File: config.mk
export PLATFORM = sky130hd
export DESIGN_NAME = command_line_tokenizer_core_flat
export DESIGN_NICKNAME = d
export VERILOG_FILES = /design/src/sv/clt_pkg.sv /design/src/sv/clt_if.sv /design/src/sv/command_line_tokenizer_core.sv /design/src/flat_wrapper.sv
export SDC_FILE = /design/constraint.sdc
export NUM_CORES = 1
export LEC_CHECK = 0
export ABC_AREA = 1
export BUFFER_PORTS_ARGS = -buffer_cell sky130_fd_sc_hd__buf_2
export CORE_MARGIN = 8
export CORE_UTILIZATION = 50
export DETAILED_ROUTE_END_ITERATION = 10
export GPL_TIMING_DRIVEN = 1
export PLACE_DENSITY = 0.78
export SYNTH_ARGS = -nofsm -noshare
export SYNTH_HDL_FRONTEND = slang
export SYNTH_SLANG_ARGS = --single-unit
File: constraint.sdc
create_clock -name clk -period 5.2 [get_ports clk]
set_clock_uncertainty 0.15 [all_clocks]
set_input_delay 0.26 -clock clk [delete_from_list [all_inputs] [get_ports clk]]
set_output_delay 0.26 -clock clk [all_outputs]
set_load 0.01 [all_outputs]
File: src/sv/clt_pkg.sv
// ----------------------------------------------------------------------------
// Command line tokenizer package
// Shared sizes, character codes, types and helpers of the tokenizer.
// ----------------------------------------------------------------------------
package clt_pkg;

  // Field capacities in characters (1 to 8 each)
  localparam int CMD_CHARS = 4;
  localparam int ARG_CHARS = 8;
  localparam int VAL_CHARS = 8;
  localparam int MAX_CHARS = 8;

  // Widths of the result fields
  localparam int CMD_TEXT_W = 32;
  localparam int ARG_TEXT_W = 64;
  localparam int VAL_TEXT_W = 64;
  localparam int CMD_TEXT_BYTES = CMD_TEXT_W / 8;
  localparam int ARG_TEXT_BYTES = ARG_TEXT_W / 8;
  localparam int VAL_TEXT_BYTES = VAL_TEXT_W / 8;
  localparam int CMD_LEN_OUT_W = 3;
  localparam int ARG_LEN_OUT_W = 4;
  localparam int VAL_LEN_OUT_W = 4;

  // Internal length and pointer widths
  localparam int PTR_W     = $clog2(MAX_CHARS + 1);
  localparam int CMD_LEN_W = $clog2(CMD_CHARS + 1);
  localparam int ARG_LEN_W = $clog2(ARG_CHARS + 1);
  localparam int VAL_LEN_W = $clog2(VAL_CHARS + 1);

  typedef logic [7:0]           byte_t;
  typedef logic [PTR_W-1:0]     ptr_t;
  typedef logic [CMD_LEN_W-1:0] cmd_len_t;
  typedef logic [ARG_LEN_W-1:0] arg_len_t;
  typedef logic [VAL_LEN_W-1:0] val_len_t;

  // Character codes
  localparam byte_t CH_NUL    = 8'h00;
  localparam byte_t CH_BS     = 8'h08;
  localparam byte_t CH_TAB    = 8'h09;
  localparam byte_t CH_LF     = 8'h0A;
  localparam byte_t CH_VT     = 8'h0B;
  localparam byte_t CH_FF     = 8'h0C;
  localparam byte_t CH_CR     = 8'h0D;
  localparam byte_t CH_CTRL_U = 8'h15;
  localparam byte_t CH_SPACE  = 8'h20;
  localparam byte_t CH_HASH   = 8'h23;

  // Part of the line being filled
  typedef enum logic [5:0] {
    PART_CMD  = 6'b000001,
    PART_ARG  = 6'b000010,
    PART_VAL  = 6'b000100,
    PART_GAP1 = 6'b001000,
    PART_GAP2 = 6'b010000,
    PART_NOTE = 6'b100000
  } part_t;

  // One result item
  typedef struct packed {
    logic                     echo_valid;
    byte_t                    echo_byte;
    logic                     line_done;
    logic [CMD_TEXT_W-1:0]    cmd_text;
    logic [CMD_LEN_OUT_W-1:0] cmd_len;
    logic [ARG_TEXT_W-1:0]    arg_text;
    logic [ARG_LEN_OUT_W-1:0] arg_len;
    logic [VAL_TEXT_W-1:0]    val_text;
    logic [VAL_LEN_OUT_W-1:0] val_len;
  } result_t;

  function automatic logic is_blank(input byte_t c);
    return (c == CH_SPACE) || (c == CH_TAB) || (c == CH_VT) ||
           (c == CH_FF) || (c == CH_CR);
  endfunction

endpackage

File: src/sv/clt_if.sv
// ----------------------------------------------------------------------------
// Command line tokenizer channels
// Valid/ready channels for received bytes, result items and configuration.
// ----------------------------------------------------------------------------
interface clt_in_if;
  logic          valid;
  logic          ready;
  clt_pkg::byte_t rx_byte;

  modport source (output valid, output rx_byte, input ready);
  modport sink   (input valid, input rx_byte, output ready);
endinterface

interface clt_out_if;
  logic                              valid;
  logic                              ready;
  logic                              echo_valid;
  clt_pkg::byte_t                    echo_byte;
  logic                              line_done;
  logic [clt_pkg::CMD_TEXT_W-1:0]    cmd_text;
  logic [clt_pkg::CMD_LEN_OUT_W-1:0] cmd_len;
  logic [clt_pkg::ARG_TEXT_W-1:0]    arg_text;
  logic [clt_pkg::ARG_LEN_OUT_W-1:0] arg_len;
  logic [clt_pkg::VAL_TEXT_W-1:0]    val_text;
  logic [clt_pkg::VAL_LEN_OUT_W-1:0] val_len;

  modport source (output valid, output echo_valid, output echo_byte, output line_done,
                  output cmd_text, output cmd_len, output arg_text, output arg_len,
                  output val_text, output val_len, input ready);
  modport sink   (input valid, input echo_valid, input echo_byte, input line_done,
                  input cmd_text, input cmd_len, input arg_text, input arg_len,
                  input val_text, input val_len, output ready);
endinterface

interface clt_cfg_if;
  logic valid;
  logic ready;
  logic echo_enable;

  modport source (output valid, output echo_enable, input ready);
  modport sink   (input valid, input echo_enable, output ready);
endinterface

File: src/sv/command_line_tokenizer_core.sv
// ----------------------------------------------------------------------------
// Command line tokenizer core
// Splits received lines into command, argument and value text fields.
// ----------------------------------------------------------------------------
// Usage:
//   in_chan  : one received byte per item (rx_byte); byte 0 is ignored.
//   out_chan : exactly one result item per input item: the echo byte and,
//              on a newline, the packed command, argument and value fields
//              with their lengths. All text and length fields read zero when
//              line_done is low.
//   cfg_chan : writes echo_enable; always ready. Write it only while idle.
// Timing:
//   An item enters the input register, then combinational logic folds it
//   into the line state and loads the result register, which drives
//   out_chan; a stall can hold the item in either register. One item per
//   cycle is sustained while out_chan.ready stays high; the rate is set by
//   the state update.
// Reset:
//   rst_n low empties both registers, sets the command part, a zero pointer,
//   zero lengths and cleared text stores, and clears echo_enable.
// Stall:
//   While the receiver holds out_chan.ready low the result register holds;
//   the input register still takes one more item, then in_chan.ready drops.
// ----------------------------------------------------------------------------
module command_line_tokenizer_core (
  input  logic       clk,
  input  logic       rst_n,
  clt_in_if.sink     in_chan,
  clt_out_if.source  out_chan,
  clt_cfg_if.sink    cfg_chan
);

  // Input register
  logic                s0_valid_r;
  clt_pkg::byte_t      s0_byte_r;
  logic                s0_adv;

  // Result register
  logic                out_valid_r;
  clt_pkg::result_t    res_r;
  clt_pkg::result_t    res_nxt;

  // Configuration
  logic                echo_enable_r;

  // Line state
  clt_pkg::part_t      part_r, part_nxt, part_eff;
  clt_pkg::ptr_t       wp_r, wp_nxt;
  clt_pkg::byte_t      cmd_chars_r [clt_pkg::CMD_CHARS];
  clt_pkg::byte_t      cmd_chars_nxt [clt_pkg::CMD_CHARS];
  clt_pkg::byte_t      arg_chars_r [clt_pkg::ARG_CHARS];
  clt_pkg::byte_t      arg_chars_nxt [clt_pkg::ARG_CHARS];
  clt_pkg::byte_t      val_chars_r [clt_pkg::VAL_CHARS];
  clt_pkg::byte_t      val_chars_nxt [clt_pkg::VAL_CHARS];
  clt_pkg::cmd_len_t   cmd_length_r, cmd_length_nxt;
  clt_pkg::arg_len_t   arg_length_r, arg_length_nxt;
  clt_pkg::val_len_t   val_length_r, val_length_nxt;

  // Packed views of the stored fields
  logic [clt_pkg::CMD_TEXT_W-1:0] cmd_pack;
  logic [clt_pkg::ARG_TEXT_W-1:0] arg_pack;
  logic [clt_pkg::VAL_TEXT_W-1:0] val_pack;
  logic [clt_pkg::PTR_W-1:0]      cmd_len_ext;
  logic [clt_pkg::CMD_LEN_OUT_W-1:0] cmd_len_sat;

  // --------------------------------------------------------------------------
  // Handshakes: the input register advances whenever the result register is
  // empty or being emptied this cycle.
  // --------------------------------------------------------------------------
  assign s0_adv        = s0_valid_r && (!out_valid_r || out_chan.ready);
  assign in_chan.ready = !s0_valid_r || s0_adv;
  assign cfg_chan.ready = 1'b1;

  always_ff @(posedge clk) begin
    if (!rst_n) begin
      s0_valid_r <= 1'b0;
    end else if (in_chan.ready) begin
      s0_valid_r <= in_chan.valid;
    end
  end

  always_ff @(posedge clk) begin
    if (in_chan.valid && in_chan.ready) begin
      s0_byte_r <= in_chan.rx_byte;
    end
  end

  always_ff @(posedge clk) begin
    if (!rst_n) begin
      echo_enable_r <= 1'b0;
    end else if (cfg_chan.valid) begin
      echo_enable_r <= cfg_chan.echo_enable;
    end
  end

  // --------------------------------------------------------------------------
  // Pack each field: bytes below the length, zero elsewhere.
  // --------------------------------------------------------------------------
  for (genvar i = 0; i < clt_pkg::CMD_TEXT_BYTES; i++) begin : g_cmd_pack
    if (i < clt_pkg::CMD_CHARS) begin : g_used
      assign cmd_pack[8*i +: 8] =
        (clt_pkg::ptr_t'(cmd_length_r) > clt_pkg::ptr_t'(i)) ? cmd_chars_r[i] : 8'h00;
    end else begin : g_pad
      assign cmd_pack[8*i +: 8] = 8'h00;
    end
  end

  for (genvar i = 0; i < clt_pkg::ARG_TEXT_BYTES; i++) begin : g_arg_pack
    if (i < clt_pkg::ARG_CHARS) begin : g_used
      assign arg_pack[8*i +: 8] =
        (clt_pkg::ptr_t'(arg_length_r) > clt_pkg::ptr_t'(i)) ? arg_chars_r[i] : 8'h00;
    end else begin : g_pad
      assign arg_pack[8*i +: 8] = 8'h00;
    end
  end

  for (genvar i = 0; i < clt_pkg::VAL_TEXT_BYTES; i++) begin : g_val_pack
    if (i < clt_pkg::VAL_CHARS) begin : g_used
      assign val_pack[8*i +: 8] =
        (clt_pkg::ptr_t'(val_length_r) > clt_pkg::ptr_t'(i)) ? val_chars_r[i] : 8'h00;
    end else begin : g_pad
      assign val_pack[8*i +: 8] = 8'h00;
    end
  end

  // Saturate a command length that outgrows its output field
  assign cmd_len_ext = clt_pkg::ptr_t'(cmd_length_r);
  assign cmd_len_sat = (cmd_len_ext > clt_pkg::ptr_t'({clt_pkg::CMD_LEN_OUT_W{1'b1}})) ?
                       {clt_pkg::CMD_LEN_OUT_W{1'b1}} :
                       cmd_len_ext[clt_pkg::CMD_LEN_OUT_W-1:0];

  // '#' takes over the part before the part decides what to do
  assign part_eff = (s0_byte_r == clt_pkg::CH_HASH) ? clt_pkg::PART_NOTE : part_r;

  // --------------------------------------------------------------------------
  // Fold the held byte into the line and build its result item.
  // --------------------------------------------------------------------------
  always_comb begin
    part_nxt       = part_r;
    wp_nxt         = wp_r;
    cmd_chars_nxt  = cmd_chars_r;
    arg_chars_nxt  = arg_chars_r;
    val_chars_nxt  = val_chars_r;
    cmd_length_nxt = cmd_length_r;
    arg_length_nxt = arg_length_r;
    val_length_nxt = val_length_r;
    res_nxt        = '0;

    if (s0_byte_r == clt_pkg::CH_NUL) begin
      // no character: leave everything, report zeros
    end else if (s0_byte_r == clt_pkg::CH_CTRL_U) begin
      // drop the line, always answer with a carriage return
      cmd_length_nxt     = '0;
      arg_length_nxt     = '0;
      val_length_nxt     = '0;
      wp_nxt             = '0;
      part_nxt           = clt_pkg::PART_CMD;
      res_nxt.echo_valid = 1'b1;
      res_nxt.echo_byte  = clt_pkg::CH_CR;
    end else begin
      if (echo_enable_r) begin
        res_nxt.echo_valid = 1'b1;
        res_nxt.echo_byte  = s0_byte_r;
      end

      if (s0_byte_r == clt_pkg::CH_BS) begin
        // back up the pointer only; lengths follow on the next store
        if (wp_r != '0) begin
          wp_nxt = wp_r - clt_pkg::ptr_t'(1);
        end
      end else if (s0_byte_r == clt_pkg::CH_LF) begin
        res_nxt.line_done = 1'b1;
        res_nxt.cmd_text  = cmd_pack;
        res_nxt.cmd_len   = cmd_len_sat;
        res_nxt.arg_text  = arg_pack;
        res_nxt.arg_len   = clt_pkg::ARG_LEN_OUT_W'(arg_length_r);
        res_nxt.val_text  = val_pack;
        res_nxt.val_len   = clt_pkg::VAL_LEN_OUT_W'(val_length_r);
        wp_nxt            = '0;
        part_nxt          = clt_pkg::PART_CMD;
        cmd_length_nxt    = '0;
        arg_length_nxt    = '0;
        val_length_nxt    = '0;
      end else begin
        part_nxt = part_eff;
        unique case (part_eff)
          clt_pkg::PART_CMD: begin
            if (clt_pkg::is_blank(s0_byte_r)) begin
              part_nxt = clt_pkg::PART_GAP1;
            end else if (wp_r < clt_pkg::ptr_t'(clt_pkg::CMD_CHARS)) begin
              for (int i = 0; i < clt_pkg::CMD_CHARS; i++) begin
                if (wp_r == clt_pkg::ptr_t'(i)) cmd_chars_nxt[i] = s0_byte_r;
              end
              wp_nxt         = wp_r + clt_pkg::ptr_t'(1);
              cmd_length_nxt = clt_pkg::cmd_len_t'(wp_r + clt_pkg::ptr_t'(1));
            end
          end
          clt_pkg::PART_GAP1: begin
            if (!clt_pkg::is_blank(s0_byte_r)) begin
              arg_chars_nxt[0] = s0_byte_r;
              arg_length_nxt   = clt_pkg::arg_len_t'(1);
              wp_nxt           = clt_pkg::ptr_t'(1);
              part_nxt         = clt_pkg::PART_ARG;
            end
          end
          clt_pkg::PART_ARG: begin
            if (clt_pkg::is_blank(s0_byte_r)) begin
              part_nxt = clt_pkg::PART_GAP2;
            end else if (wp_r < clt_pkg::ptr_t'(clt_pkg::ARG_CHARS)) begin
              for (int i = 0; i < clt_pkg::ARG_CHARS; i++) begin
                if (wp_r == clt_pkg::ptr_t'(i)) arg_chars_nxt[i] = s0_byte_r;
              end
              wp_nxt         = wp_r + clt_pkg::ptr_t'(1);
              arg_length_nxt = clt_pkg::arg_len_t'(wp_r + clt_pkg::ptr_t'(1));
            end
          end
          clt_pkg::PART_GAP2: begin
            if (!clt_pkg::is_blank(s0_byte_r)) begin
              val_chars_nxt[0] = s0_byte_r;
              val_length_nxt   = clt_pkg::val_len_t'(1);
              wp_nxt           = clt_pkg::ptr_t'(1);
              part_nxt         = clt_pkg::PART_VAL;
            end
          end
          clt_pkg::PART_VAL: begin
            // the value keeps blanks
            if (wp_r < clt_pkg::ptr_t'(clt_pkg::VAL_CHARS)) begin
              for (int i = 0; i < clt_pkg::VAL_CHARS; i++) begin
                if (wp_r == clt_pkg::ptr_t'(i)) val_chars_nxt[i] = s0_byte_r;
              end
              wp_nxt         = wp_r + clt_pkg::ptr_t'(1);
              val_length_nxt = clt_pkg::val_len_t'(wp_r + clt_pkg::ptr_t'(1));
            end
          end
          clt_pkg::PART_NOTE: begin
            // comment: ignore until the newline
          end
          default: begin
          end
        endcase
      end
    end
  end

  // --------------------------------------------------------------------------
  // Commit the line state and the result item together.
  // --------------------------------------------------------------------------
  always_ff @(posedge clk) begin
    if (!rst_n) begin
      part_r       <= clt_pkg::PART_CMD;
      wp_r         <= '0;
      cmd_length_r <= '0;
      arg_length_r <= '0;
      val_length_r <= '0;
      for (int i = 0; i < clt_pkg::CMD_CHARS; i++) cmd_chars_r[i] <= '0;
      for (int i = 0; i < clt_pkg::ARG_CHARS; i++) arg_chars_r[i] <= '0;
      for (int i = 0; i < clt_pkg::VAL_CHARS; i++) val_chars_r[i] <= '0;
    end else if (s0_adv) begin
      part_r       <= part_nxt;
      wp_r         <= wp_nxt;
      cmd_length_r <= cmd_length_nxt;
      arg_length_r <= arg_length_nxt;
      val_length_r <= val_length_nxt;
      cmd_chars_r  <= cmd_chars_nxt;
      arg_chars_r  <= arg_chars_nxt;
      val_chars_r  <= val_chars_nxt;
    end
  end

  always_ff @(posedge clk) begin
    if (!rst_n) begin
      out_valid_r <= 1'b0;
    end else if (s0_adv) begin
      out_valid_r <= 1'b1;
    end else if (out_chan.ready) begin
      out_valid_r <= 1'b0;
    end
  end

  always_ff @(posedge clk) begin
    if (s0_adv) begin
      res_r <= res_nxt;
    end
  end

  // Drive the result channel
  assign out_chan.valid      = out_valid_r;
  assign out_chan.echo_valid = res_r.echo_valid;
  assign out_chan.echo_byte  = res_r.echo_byte;
  assign out_chan.line_done  = res_r.line_done;
  assign out_chan.cmd_text   = res_r.cmd_text;
  assign out_chan.cmd_len    = res_r.cmd_len;
  assign out_chan.arg_text   = res_r.arg_text;
  assign out_chan.arg_len    = res_r.arg_len;
  assign out_chan.val_text   = res_r.val_text;
  assign out_chan.val_len    = res_r.val_len;

`ifndef SYNTHESIS
  // The shared pointer never runs past the widest field
  a_ptr_bound: assert property (@(posedge clk) disable iff (!rst_n)
    wp_r <= clt_pkg::ptr_t'(clt_pkg::MAX_CHARS))
    else $error("write pointer beyond field capacity");

  // Stored lengths stay within each field's capacity
  a_len_bound: assert property (@(posedge clk) disable iff (!rst_n)
    (clt_pkg::ptr_t'(cmd_length_r) <= clt_pkg::ptr_t'(clt_pkg::CMD_CHARS)) &&
    (clt_pkg::ptr_t'(arg_length_r) <= clt_pkg::ptr_t'(clt_pkg::ARG_CHARS)) &&
    (clt_pkg::ptr_t'(val_length_r) <= clt_pkg::ptr_t'(clt_pkg::VAL_CHARS)))
    else $error("field length beyond capacity");

  // A result without a finished line carries no text or lengths
  a_idle_fields: assert property (@(posedge clk) disable iff (!rst_n)
    (out_valid_r && !res_r.line_done) |->
    (res_r.cmd_text == '0 && res_r.arg_text == '0 && res_r.val_text == '0 &&
     res_r.cmd_len == '0 && res_r.arg_len == '0 && res_r.val_len == '0))
    else $error("text fields set without a finished line");

  // A finished line leaves the state ready for a fresh command
  a_line_clear: assert property (@(posedge clk) disable iff (!rst_n)
    (s0_adv && s0_byte_r == clt_pkg::CH_LF) |=>
    (part_r == clt_pkg::PART_CMD && wp_r == '0 && cmd_length_r == '0))
    else $error("line state not cleared after newline");
`endif

endmodule

File: src/flat_wrapper.sv
// flat-port wrapper written by rule: the top's interface ports become plain ports
module command_line_tokenizer_core_flat 
  (clk, rst_n, in_chan_valid, in_chan_rx_byte, in_chan_ready, out_chan_valid, out_chan_echo_valid, out_chan_echo_byte, out_chan_line_done, out_chan_cmd_text, out_chan_cmd_len, out_chan_arg_text, out_chan_arg_len, out_chan_val_text, out_chan_val_len, out_chan_ready, cfg_chan_valid, cfg_chan_echo_enable, cfg_chan_ready);
  clt_in_if in_chan_i ();
  clt_out_if out_chan_i ();
  clt_cfg_if cfg_chan_i ();
  input  logic clk;
  input  logic rst_n;
  input wire logic [$bits(in_chan_i.valid)-1:0] in_chan_valid;
  input wire logic [$bits(in_chan_i.rx_byte)-1:0] in_chan_rx_byte;
  output wire logic [$bits(in_chan_i.ready)-1:0] in_chan_ready;
  output wire logic [$bits(out_chan_i.valid)-1:0] out_chan_valid;
  output wire logic [$bits(out_chan_i.echo_valid)-1:0] out_chan_echo_valid;
  output wire logic [$bits(out_chan_i.echo_byte)-1:0] out_chan_echo_byte;
  output wire logic [$bits(out_chan_i.line_done)-1:0] out_chan_line_done;
  output wire logic [$bits(out_chan_i.cmd_text)-1:0] out_chan_cmd_text;
  output wire logic [$bits(out_chan_i.cmd_len)-1:0] out_chan_cmd_len;
  output wire logic [$bits(out_chan_i.arg_text)-1:0] out_chan_arg_text;
  output wire logic [$bits(out_chan_i.arg_len)-1:0] out_chan_arg_len;
  output wire logic [$bits(out_chan_i.val_text)-1:0] out_chan_val_text;
  output wire logic [$bits(out_chan_i.val_len)-1:0] out_chan_val_len;
  input wire logic [$bits(out_chan_i.ready)-1:0] out_chan_ready;
  input wire logic [$bits(cfg_chan_i.valid)-1:0] cfg_chan_valid;
  input wire logic [$bits(cfg_chan_i.echo_enable)-1:0] cfg_chan_echo_enable;
  output wire logic [$bits(cfg_chan_i.ready)-1:0] cfg_chan_ready;
  assign in_chan_i.valid = in_chan_valid;
  assign in_chan_i.rx_byte = in_chan_rx_byte;
  assign in_chan_ready = in_chan_i.ready;
  assign out_chan_valid = out_chan_i.valid;
  assign out_chan_echo_valid = out_chan_i.echo_valid;
  assign out_chan_echo_byte = out_chan_i.echo_byte;
  assign out_chan_line_done = out_chan_i.line_done;
  assign out_chan_cmd_text = out_chan_i.cmd_text;
  assign out_chan_cmd_len = out_chan_i.cmd_len;
  assign out_chan_arg_text = out_chan_i.arg_text;
  assign out_chan_arg_len = out_chan_i.arg_len;
  assign out_chan_val_text = out_chan_i.val_text;
  assign out_chan_val_len = out_chan_i.val_len;
  assign out_chan_i.ready = out_chan_ready;
  assign cfg_chan_i.valid = cfg_chan_valid;
  assign cfg_chan_i.echo_enable = cfg_chan_echo_enable;
  assign cfg_chan_ready = cfg_chan_i.ready;
  command_line_tokenizer_core u_core (.clk(clk), .rst_n(rst_n), .in_chan(in_chan_i), .out_chan(out_chan_i), .cfg_chan(cfg_chan_i));
endmodule
; After elaboration in Yosys (flattened, before gate mapping)
; Index checks and enable logic that the tools add are counted.
[word_totals]
ff_bits = 373
out_inout_bits = 184
[classes]
addsub = 2
magnitude_cmp = 23
n_eq_ne = 40
n_mux = 82
bitwise_logic = 26
n_reduce_logical = 70
[ops]
columns = op, n
row1 = 8-bit two-way mux, 36
row2 = 64-bit two-way mux, 3
row3 = 172-bit two-way mux, 1
row4 = 9-bit AND reduction, 12
row5 = 5-bit OR reduction, 20
row6 = 4-bit two-way mux, 17
row7 = 8-bit AND reduction, 8
row8 = "8-bit by 4-bit equality test with 1-bit output, second input constant", 6
row9 = 6-bit two-way mux, 8
row10 = "4-bit by 3-bit > comparator with 1-bit output, second input constant", 8
row11 = 8-bit one-hot mux with 2 select lines, 2
row12 = 1-bit NOT, 26
row13 = 6-bit one-hot mux with 4 select lines, 1
row14 = 3-bit two-way mux, 7
row15 = 9-bit two-way mux, 2
row16 = "4-bit by 3-bit equality test with 1-bit output, second input constant", 4
row17 = "8-bit by 6-bit equality test with 1-bit output, second input constant", 2
row18 = "4-bit by 1-bit > comparator with 1-bit output, second input constant", 4
row19 = "4-bit by 2-bit > comparator with 1-bit output, second input constant", 4
row20 = 4-bit one-hot mux with 2 select lines, 2
row21 = 4-bit one-hot mux with 4 select lines, 1
row22 = "5-bit by 2-bit inequality test with 1-bit output, second input constant", 3
row23 = "4-bit by 2-bit inequality test with 1-bit output, second input constant", 3
row24 = 6-bit AND reduction, 2
row25 = other kinds (37), 61

; Logic depth before layout (Yosys ltp)
; Gate-level depths: netlist of run 1.
[logic_depth]
word_depth = 10
depth_mapped = 18
ltp_nobuf = 16

; Worst setup path before layout of run 1
; Ideal clock, no wire load.
[synth_timing]
kind = flip-flop to flip-flop
from = register u_core.out_valid_r, in the netlist u_core.out_chan.valid
to = register u_core.arg_chars_r[15] in the netlist's numbering
t_arrival_ns = 5.607
path_slack_ns = -0.614
path_stages_with_launch = 12
n_path_buf = 1
cell_sequence = dfxtp_1 > nand2_1 > nand2_1 > inv_1 > nand2_2 > nor2_2 > nand2_1 > nor3_4 > nand3_2 > buf_6 > a21oi_1 > o21a_1
[synth_between]
elab_chain_len = 4
[synth_rtl]
columns = item, line_no
row1 = start: declaration, command_line_tokenizer_core.sv:39  ; logic out_valid_r;
row2 = start signal: assignment, command_line_tokenizer_core.sv:272  ; out_valid_r <= 1'b0;
row3 = start signal: assignment, command_line_tokenizer_core.sv:274  ; out_valid_r <= 1'b1;
row4 = start signal: assignment, command_line_tokenizer_core.sv:276  ; out_valid_r <= 1'b0;
row5 = 1-bit zero test, command_line_tokenizer_core.sv:70  ; assign s0_adv = s0_valid_r && (!out_valid_r || out_chan.ready);
row6 = 1-bit logical OR, command_line_tokenizer_core.sv:70
row7 = 1-bit logical AND, command_line_tokenizer_core.sv:70
row8 = named net u_core.s0_adv, command_line_tokenizer_core.sv:36  ; logic s0_adv;
row9 = 9-bit AND reduction (no source line), n/a
row10 = end signal: assignment, command_line_tokenizer_core.sv:265  ; arg_chars_r <= arg_chars_nxt;
row11 = end: declaration, command_line_tokenizer_core.sv:51  ; clt_pkg::byte_t arg_chars_r [clt_pkg::ARG_CHARS];
; The timed path passes the listed nets, and every way through them passes these cells.
; A chain may end at the register's enable or synchronous reset.

; Worst setup path in the final report of run 1
[layout_timing]
from = register u_core.s0_byte_r[0]
to = register u_core.arg_chars_r[11] in the netlist's numbering
[layout_between]
elab_chain_len = 7
elab_cells_between_ends = 22
classes_between = eq/ne (10) / mux (1) / bitwise (5) / reduce/logical (6)
[layout_rtl]
columns = item, line_no
row1 = start: declaration, command_line_tokenizer_core.sv:35  ; clt_pkg::byte_t s0_byte_r;
row2 = start signal: assignment, command_line_tokenizer_core.sv:84  ; s0_byte_r <= in_chan.rx_byte;
row3 = "parallel branches: the longest is 6 deep, another holds 8-bit by 6-bit equality test with 1-bit output", n/a
row4 = 9-bit AND reduction (no source line) (*), n/a
; Every way passes the cells marked *.

==> impl_metrics.json, run 1 <==
{
  "cts_tree": "done",
  "fin_ws_ns": 1.653,
  "ys_warn_count": 0,
  "status": "finished, final reports clean",
  "core_um2": 28550,
  "max_slew_margin_pct": 31.99,
  "via_per_inst": 5.137,
  "p_leak_nw": 6.301,
  "fin_crit_sh_pct": 68.22,
  "holdWs_ns": 0.2353,
  "clkTransAtPathRegs_ns": 0.06,
  "tns_ns": 0,
  "dr_total_vias": 10540,
  "diodes": 0,
  "syn_inst": 1440,
  "slew_viol_final": 0,
  "ys_ff_latch": 373,
  "die_w_um": 185.9,
  "crit_fanout": 16,
  "rows": 62,
  "avgSynthCellArea_um2": 10.02,
  "max_clock_freq_ghz": 0.2819,
  "finalHoldViolCount": 0,
  "rsz0062_at_grt": "false",
  "io_buffers": 196,
  "cp.arrival_ns": 3.80,
  "setup.worst_path.start": "u_core.s0_byte_r[0]",
  "crit_path_end_kind": "flip-flop",
  "synthToLayoutAreaGrowth_pct": 17.55,
  "synth_enable_flop_cells": 189,
  "remaining_drc_errors": 0,
  "hold_class": "primary input to flip-flop",
  "cap_viol_max_count": 0,
  "ys_types": 37,
  "worstSkewPairLatency_ns": 0.52,
  "ios": 198,
  "syn_area_um2": 14430,
  "clk_path_buf_depth": 3,
  "gp_congestion": 0.9846,
  "grt.overflow.total": 0,
  "cts_max_level": 2,
  "grt_antenna_before_repair": 0,
  "rr_startpoint": "u_core.s0_byte_r[0]",
  "totalWireLength_mm": 35.26,
  "fp.dieH_um": 185.9,
  "grt_pass1_vias": 10270,
  "fillers": 2437,
  "p_per_area_nw_per_um2": 362.7,
  "cts_buffers": 37,
  "post-dp-hpwl_mm": 23.88,
  "wl_per_cell_um": 17.19,
  "grt_start_max_net_pins": 75,
  "die_area_um2": 34540,
  "crit_type": "flip-flop to flip-flop",
  "cts.repair.resized": 0,
  "worstPathRequired_ns": 5.45,
  "irDropWorstVdd_v": 0.0001827,
  "clock-sinks": 373,
  "finalCriticalPeriod_ns": 3.547,
  "start_kind": "flip-flop",
  "synthTopCellsByArea": "edfxtp_1, dfxtp_1, nor2_1",
  "start_util_pct": 50.53,
  "yosysSeqAreaShare_pct": 64.87,
  "total_power_mw": 6.151,
  "tightest_slew_ns": 1.012,
  "synth_top_area_cell": "edfxtp_1",
  "nets": 1656,
  "synth_ff_type": "edfxtp_1",
  "synth_top_cell_area_share_pct": 39.34,
  "setup_viol": 0,
  "track_usage_pct": 20.28,
  "antenna_left": 0,
  "syn_nets": 1458,
  "worstHoldStart": "rst_n",
  "first_pass_iters": 5,
  "place_worst_setup_slack_ns": 1.742,
  "first_iter_violations": 904,
  "async_reset_ff_share_pct": 0,
  "grt_pass1_wl_mm": 55.33,
  "cts_root_buffer": "clkbuf_16",
  "drive_gt1_share_pct": 19.26
}
-- repair_timing --
| action | in CTS | in global routing |
|---|---|---|
| hold endpoints to repair | 11 | 0 |
| hold buffers | 13 | 0 |
| buffers inserted | 0 | 0 |
-- cells by family (layout without fill, tap and decap cells) --
logic type / after synthesis / after routing / share of synthesized area [%]
adders and majority gates: 4 / 4 / 0.3469
xor gates and xnor gates: 4 / 4 / 0.2428
and+or+nand+nor: 406 / 406 / 12.64
other: 1 / 1 / 0.02599
buffers and inverters: 290 / 517 / 8.378
DFF: 373 / 373 / 64.87
AOI/OAI and AO/OA: 362 / 362 / 13.50
-- metrics by stage --
stage	area (µm²)	util (%)	std cells
floorplan	14430	-	1440
global placement	15620	54.73	1970
detailed placement	15620	54.73	1970
CTS	16960	59.40	2051
global route	16960	59.40	2051
finish	16960	59.40	2051
-- layout make-up --
cell class	count	area, µm²	area share (%)
clock buffers	57	1114	6.567
clock inverters	11	90.09	0.5312
inverters	230	869.6	5.128
multi-input cells	777	3859	22.76
flip-flops and latches	373	9359	55.19
well taps	384	480.5	2.833
repair buffers	219	1186	6.995
-- critical path, stage by stage, from the launching register on --
cell and delay (ns):
edfxtp_1 0.69, inv_1 0.43, o21ai_0 0.26, nand2_1 0.07
o21ai_1 0.72, inv_1 0.21, nand2_2 0.27, nor3_4 0.11
nand3_2 0.26, a21oi_1 0.12, o21a_1 0.14
-- worst paths after layout --
check	endpoint	cells past startpoint	slack, ns
hold / removal	u_core.part_r[0]	2	0.24
setup / recovery	u_core.arg_chars_r[11]	10	1.65
setup reg to reg	u_core.arg_chars_r[11]	10	1.65
hold reg to reg	u_core.cmd_chars_r[8]	2	0.30
-- flip-flops by register name, indices dropped and copies added, names as in the netlist, 8 cells and up --
register                   flops
u_core.arg_chars_r            64
u_core.cmd_chars_r            32
u_core.out_chan.arg_text      64
u_core.out_chan.cmd_text      32
u_core.out_chan.echo_byte      8
u_core.out_chan.val_text      64
u_core.s0_byte_r               8
u_core.val_chars_r            64
-- cells in the mapped netlist, types with 3 or more instances --
cell type / instances
o21ai_0: 131
nand4_1: 6
o211ai_1: 4
nand2_1: 97
xor2_1: 4
nor3_1: 7
o21ai_1: 8
a21oi_1: 171
dfxtp_1: 184
nor2_4: 4
nor3_4: 7
inv_1: 213
nand3_2: 5
buf_6: 9
inv_2: 13
o21a_1: 24
nor2_1: 231
nand2_2: 10
nor2_2: 10
a211oi_1: 18
o21ai_2: 4
nand3_1: 20
buf_2: 13
edfxtp_1: 189
clkinv_1: 3
nor3_2: 3
ha_1: 4
buf_4: 9
clkbuf_1: 29
-- report_power, final --
group	total [mW]	switching [mW]	internal [mW]
clock network	2.61	1.07	1.53
registers	3.20	0.0407	3.16
logic	0.345	0.248	0.0967
total	6.15	1.36	4.79
-- layout by cell type (no fill, tap or decap), types with 5 or more instances in the layout --
master	instances
inv_1	212
a211oi_1	18
nor3_4	7
buf_2	196
nand3_1	20
o21ai_1	8
edfxtp_1	189
o21a_1	24
nor3_1	7
clkinv_1	6
clkbuf_1	11
buf_4	10
inv_2	13
o21ai_0	131
nand4_1	6
nor2_1	231
dfxtp_1	184
clkbuf_16	39
nand3_2	5
dlygate4sd3_1	13
nand2_2	10
nor2_2	10
a21oi_1	171
nand2_1	97
clkbuf_8	7
-- routing by layer --
layer / share of wire [%] / GRT usage [%]
met1: 42 / 25.99
met2: 48 / 33.79
met3: 6.2 / 3.416
met4: 3.4 / 8.288
met5: 0 / 0
(Power assumes the default switching activity.)
==> run 2, diff against run 1 <==
==> constraint.sdc (replaced) <==
create_clock -name clk -period 2.9 [get_ports clk]
set_clock_uncertainty 0.15 [all_clocks]
set_input_delay 0.145 -clock clk [delete_from_list [all_inputs] [get_ports clk]]
set_output_delay 0.145 -clock clk [all_outputs]
set_load 0.01 [all_outputs]
==> impl_metrics.json, run 2 (synthesized netlist as in run 1, its figures left out) <==
{
  "status": "finished, final reports clean",
  "grt_pass1_wl_mm": 56.92,
  "clkTransAtPathRegs_ns": 0.06,
  "hold_class": "primary input to flip-flop",
  "final_common_cell": "nor2_1",
  "diodes": 0,
  "fin_crit_sh_pct": 93.35,
  "dr_total_vias": 10700,
  "nets": 1696,
  "grt.overflow.total": 0,
  "gr-usage-met1_pct": 27.29,
  "rows": 62,
  "core_um2": 28550,
  "place_worst_setup_slack_ns": 0.005001,
  "max_clock_freq_ghz": 0.3694,
  "die_w_um": 185.9,
  "start_kind": "flip-flop",
  "max_slew_margin_pct": 32.49,
  "crit_path_end_kind": "flip-flop",
  "layout_common_cells": "nor2_1, inv_1, buf_2",
  "first_iter_violations": 927,
  "remaining_drc_errors": 0,
  "p_leak_nw": 6.514,
  "reg2reg_slack_ns": 0.19,
  "fp.dieH_um": 185.9,
  "grt_antenna_before_repair": 1,
  "holdWs_ns": 0.1851,
  "setup_viol": 0,
  "cts_max_level": 2,
  "fin_ws_ns": 0.1929,
  "io_buffers": 196,
  "die_area_um2": 34540,
  "grt_pass1_vias": 10600,
  "cap_viol_max_count": 0,
  "wl_per_cell_um": 17.83,
  "fillers": 2340,
  "cts_buffers": 38,
  "totalWireLength_mm": 37.30,
  "post-dp-hpwl_mm": 25.32,
  "clk_path_buf_depth": 3,
  "gr-usage-met3_pct": 4.411,
  "crit_fanout": 16,
  "via_per_inst": 5.114,
  "cts_root_buffer": "clkbuf_16",
  "worstPathRequired_ns": 3.22,
  "ios": 198,
  "slew_viol_final": 0,
  "finalCriticalPeriod_ns": 2.707,
  "cp.arrival_ns": 3.03,
  "grt_busiest_layer": "met2",
  "synthToLayoutAreaGrowth_pct": 21.90,
  "irDropWorstVdd_v": 0.0003927,
  "antenna_left": 0,
  "post-route-util_pct": 61.60,
  "start_util_pct": 50.53,
  "drive_gt1_share_pct": 23.59,
  "gp_congestion": 0.9724,
  "finalHoldViolCount": 0,
  "cts_tree": "done",
  "first_pass_iters": 5,
  "clock-sinks": 373,
  "track_usage_pct": 21.11,
  "crit_type": "flip-flop to flip-flop",
  "use_met2_pct": 34.74,
  "tightest_slew_ns": 1.013,
  "worstSkewPairLatency_ns": 0.53,
  "grt_start_max_net_pins": 182,
  "p_per_area_nw_per_um2": 639.5
}
-- run 2: layout make-up --
type / count / area, µm² / area share (%)
flip-flops and latches: 373 / 9360 / 53.23
clock buffers: 54 / 1072 / 6.097
well taps: 384 / 480.5 / 2.732
multi-input cells: 777 / 4094 / 23.28
repair buffers: 258 / 1536 / 8.737
inverters: 230 / 878.3 / 4.995
clock inverters: 16 / 163.9 / 0.9321
-- run 2: through the flow --
stage / cell area (µm²) / TNS, ns / power [mW] / instances
3_3_place_gp: 16060 / 0 / 6.500 / 2001
3_5_place_dp: 16060 / 0 / 6.504 / 2001
5_1_grt: 17590 / -0.007187 / 11.58 / 2092
2_1_floorplan: 14670 / -375.65 / 6.233 / 1440
6_report: 17590 / 0 / 11.25 / 2092
4_1_cts: 17450 / 0 / 11.30 / 2086
-- run 2: per-layer routing --
metal	routed length, µm	vias up
met5	17	-
met4	1066	2
met3	2639	77
met2	17760	366
met1	15810	5027
li1	-	5226
-- run 2: worst paths after layout --
check | from | to | cells past startpoint
worst max-delay path | u_core.s0_byte_r[5] | u_core.arg_chars_r[0] | 11
worst min register to register | u_core.arg_chars_r[62] | u_core.arg_chars_r[62] | 2
worst min-delay path | in_chan_rx_byte[6] | u_core.s0_byte_r[6] | 2
worst max register to register | u_core.s0_byte_r[5] | u_core.arg_chars_r[0] | 11
-- run 2: timing repair --
item	4_1_cts	5_1_grt
gates resized for setup	1	9
buffers inserted	0	6
pin swaps	0	3
setup endpoints to repair	2	80
cloned	0	0
endpoints found under the hold margin	52	0
hold buffers	15	0
-- run 2: power by group --
| part | switching, mW | internal, mW | leakage [nW] |
|---|---|---|---|
| clock network | 1.97 | 2.85 | 0.601 |
| registers | 0.0650 | 5.67 | 3.31 |
| logic | 0.486 | 0.201 | 2.60 |
-- run 2: worst max-delay path, cell delays in order (launching register included) --
cell,delay (ns)
edfxtp_1,0.51
inv_2,0.09
buf_4,0.21
nand4_1,0.14
nand2_2,0.14
nor2_2,0.29
nand2_1,0.16
nor3_4,0.21
buf_4,0.17
nand3_4,0.17
a21oi_1,0.25
o21a_1,0.15
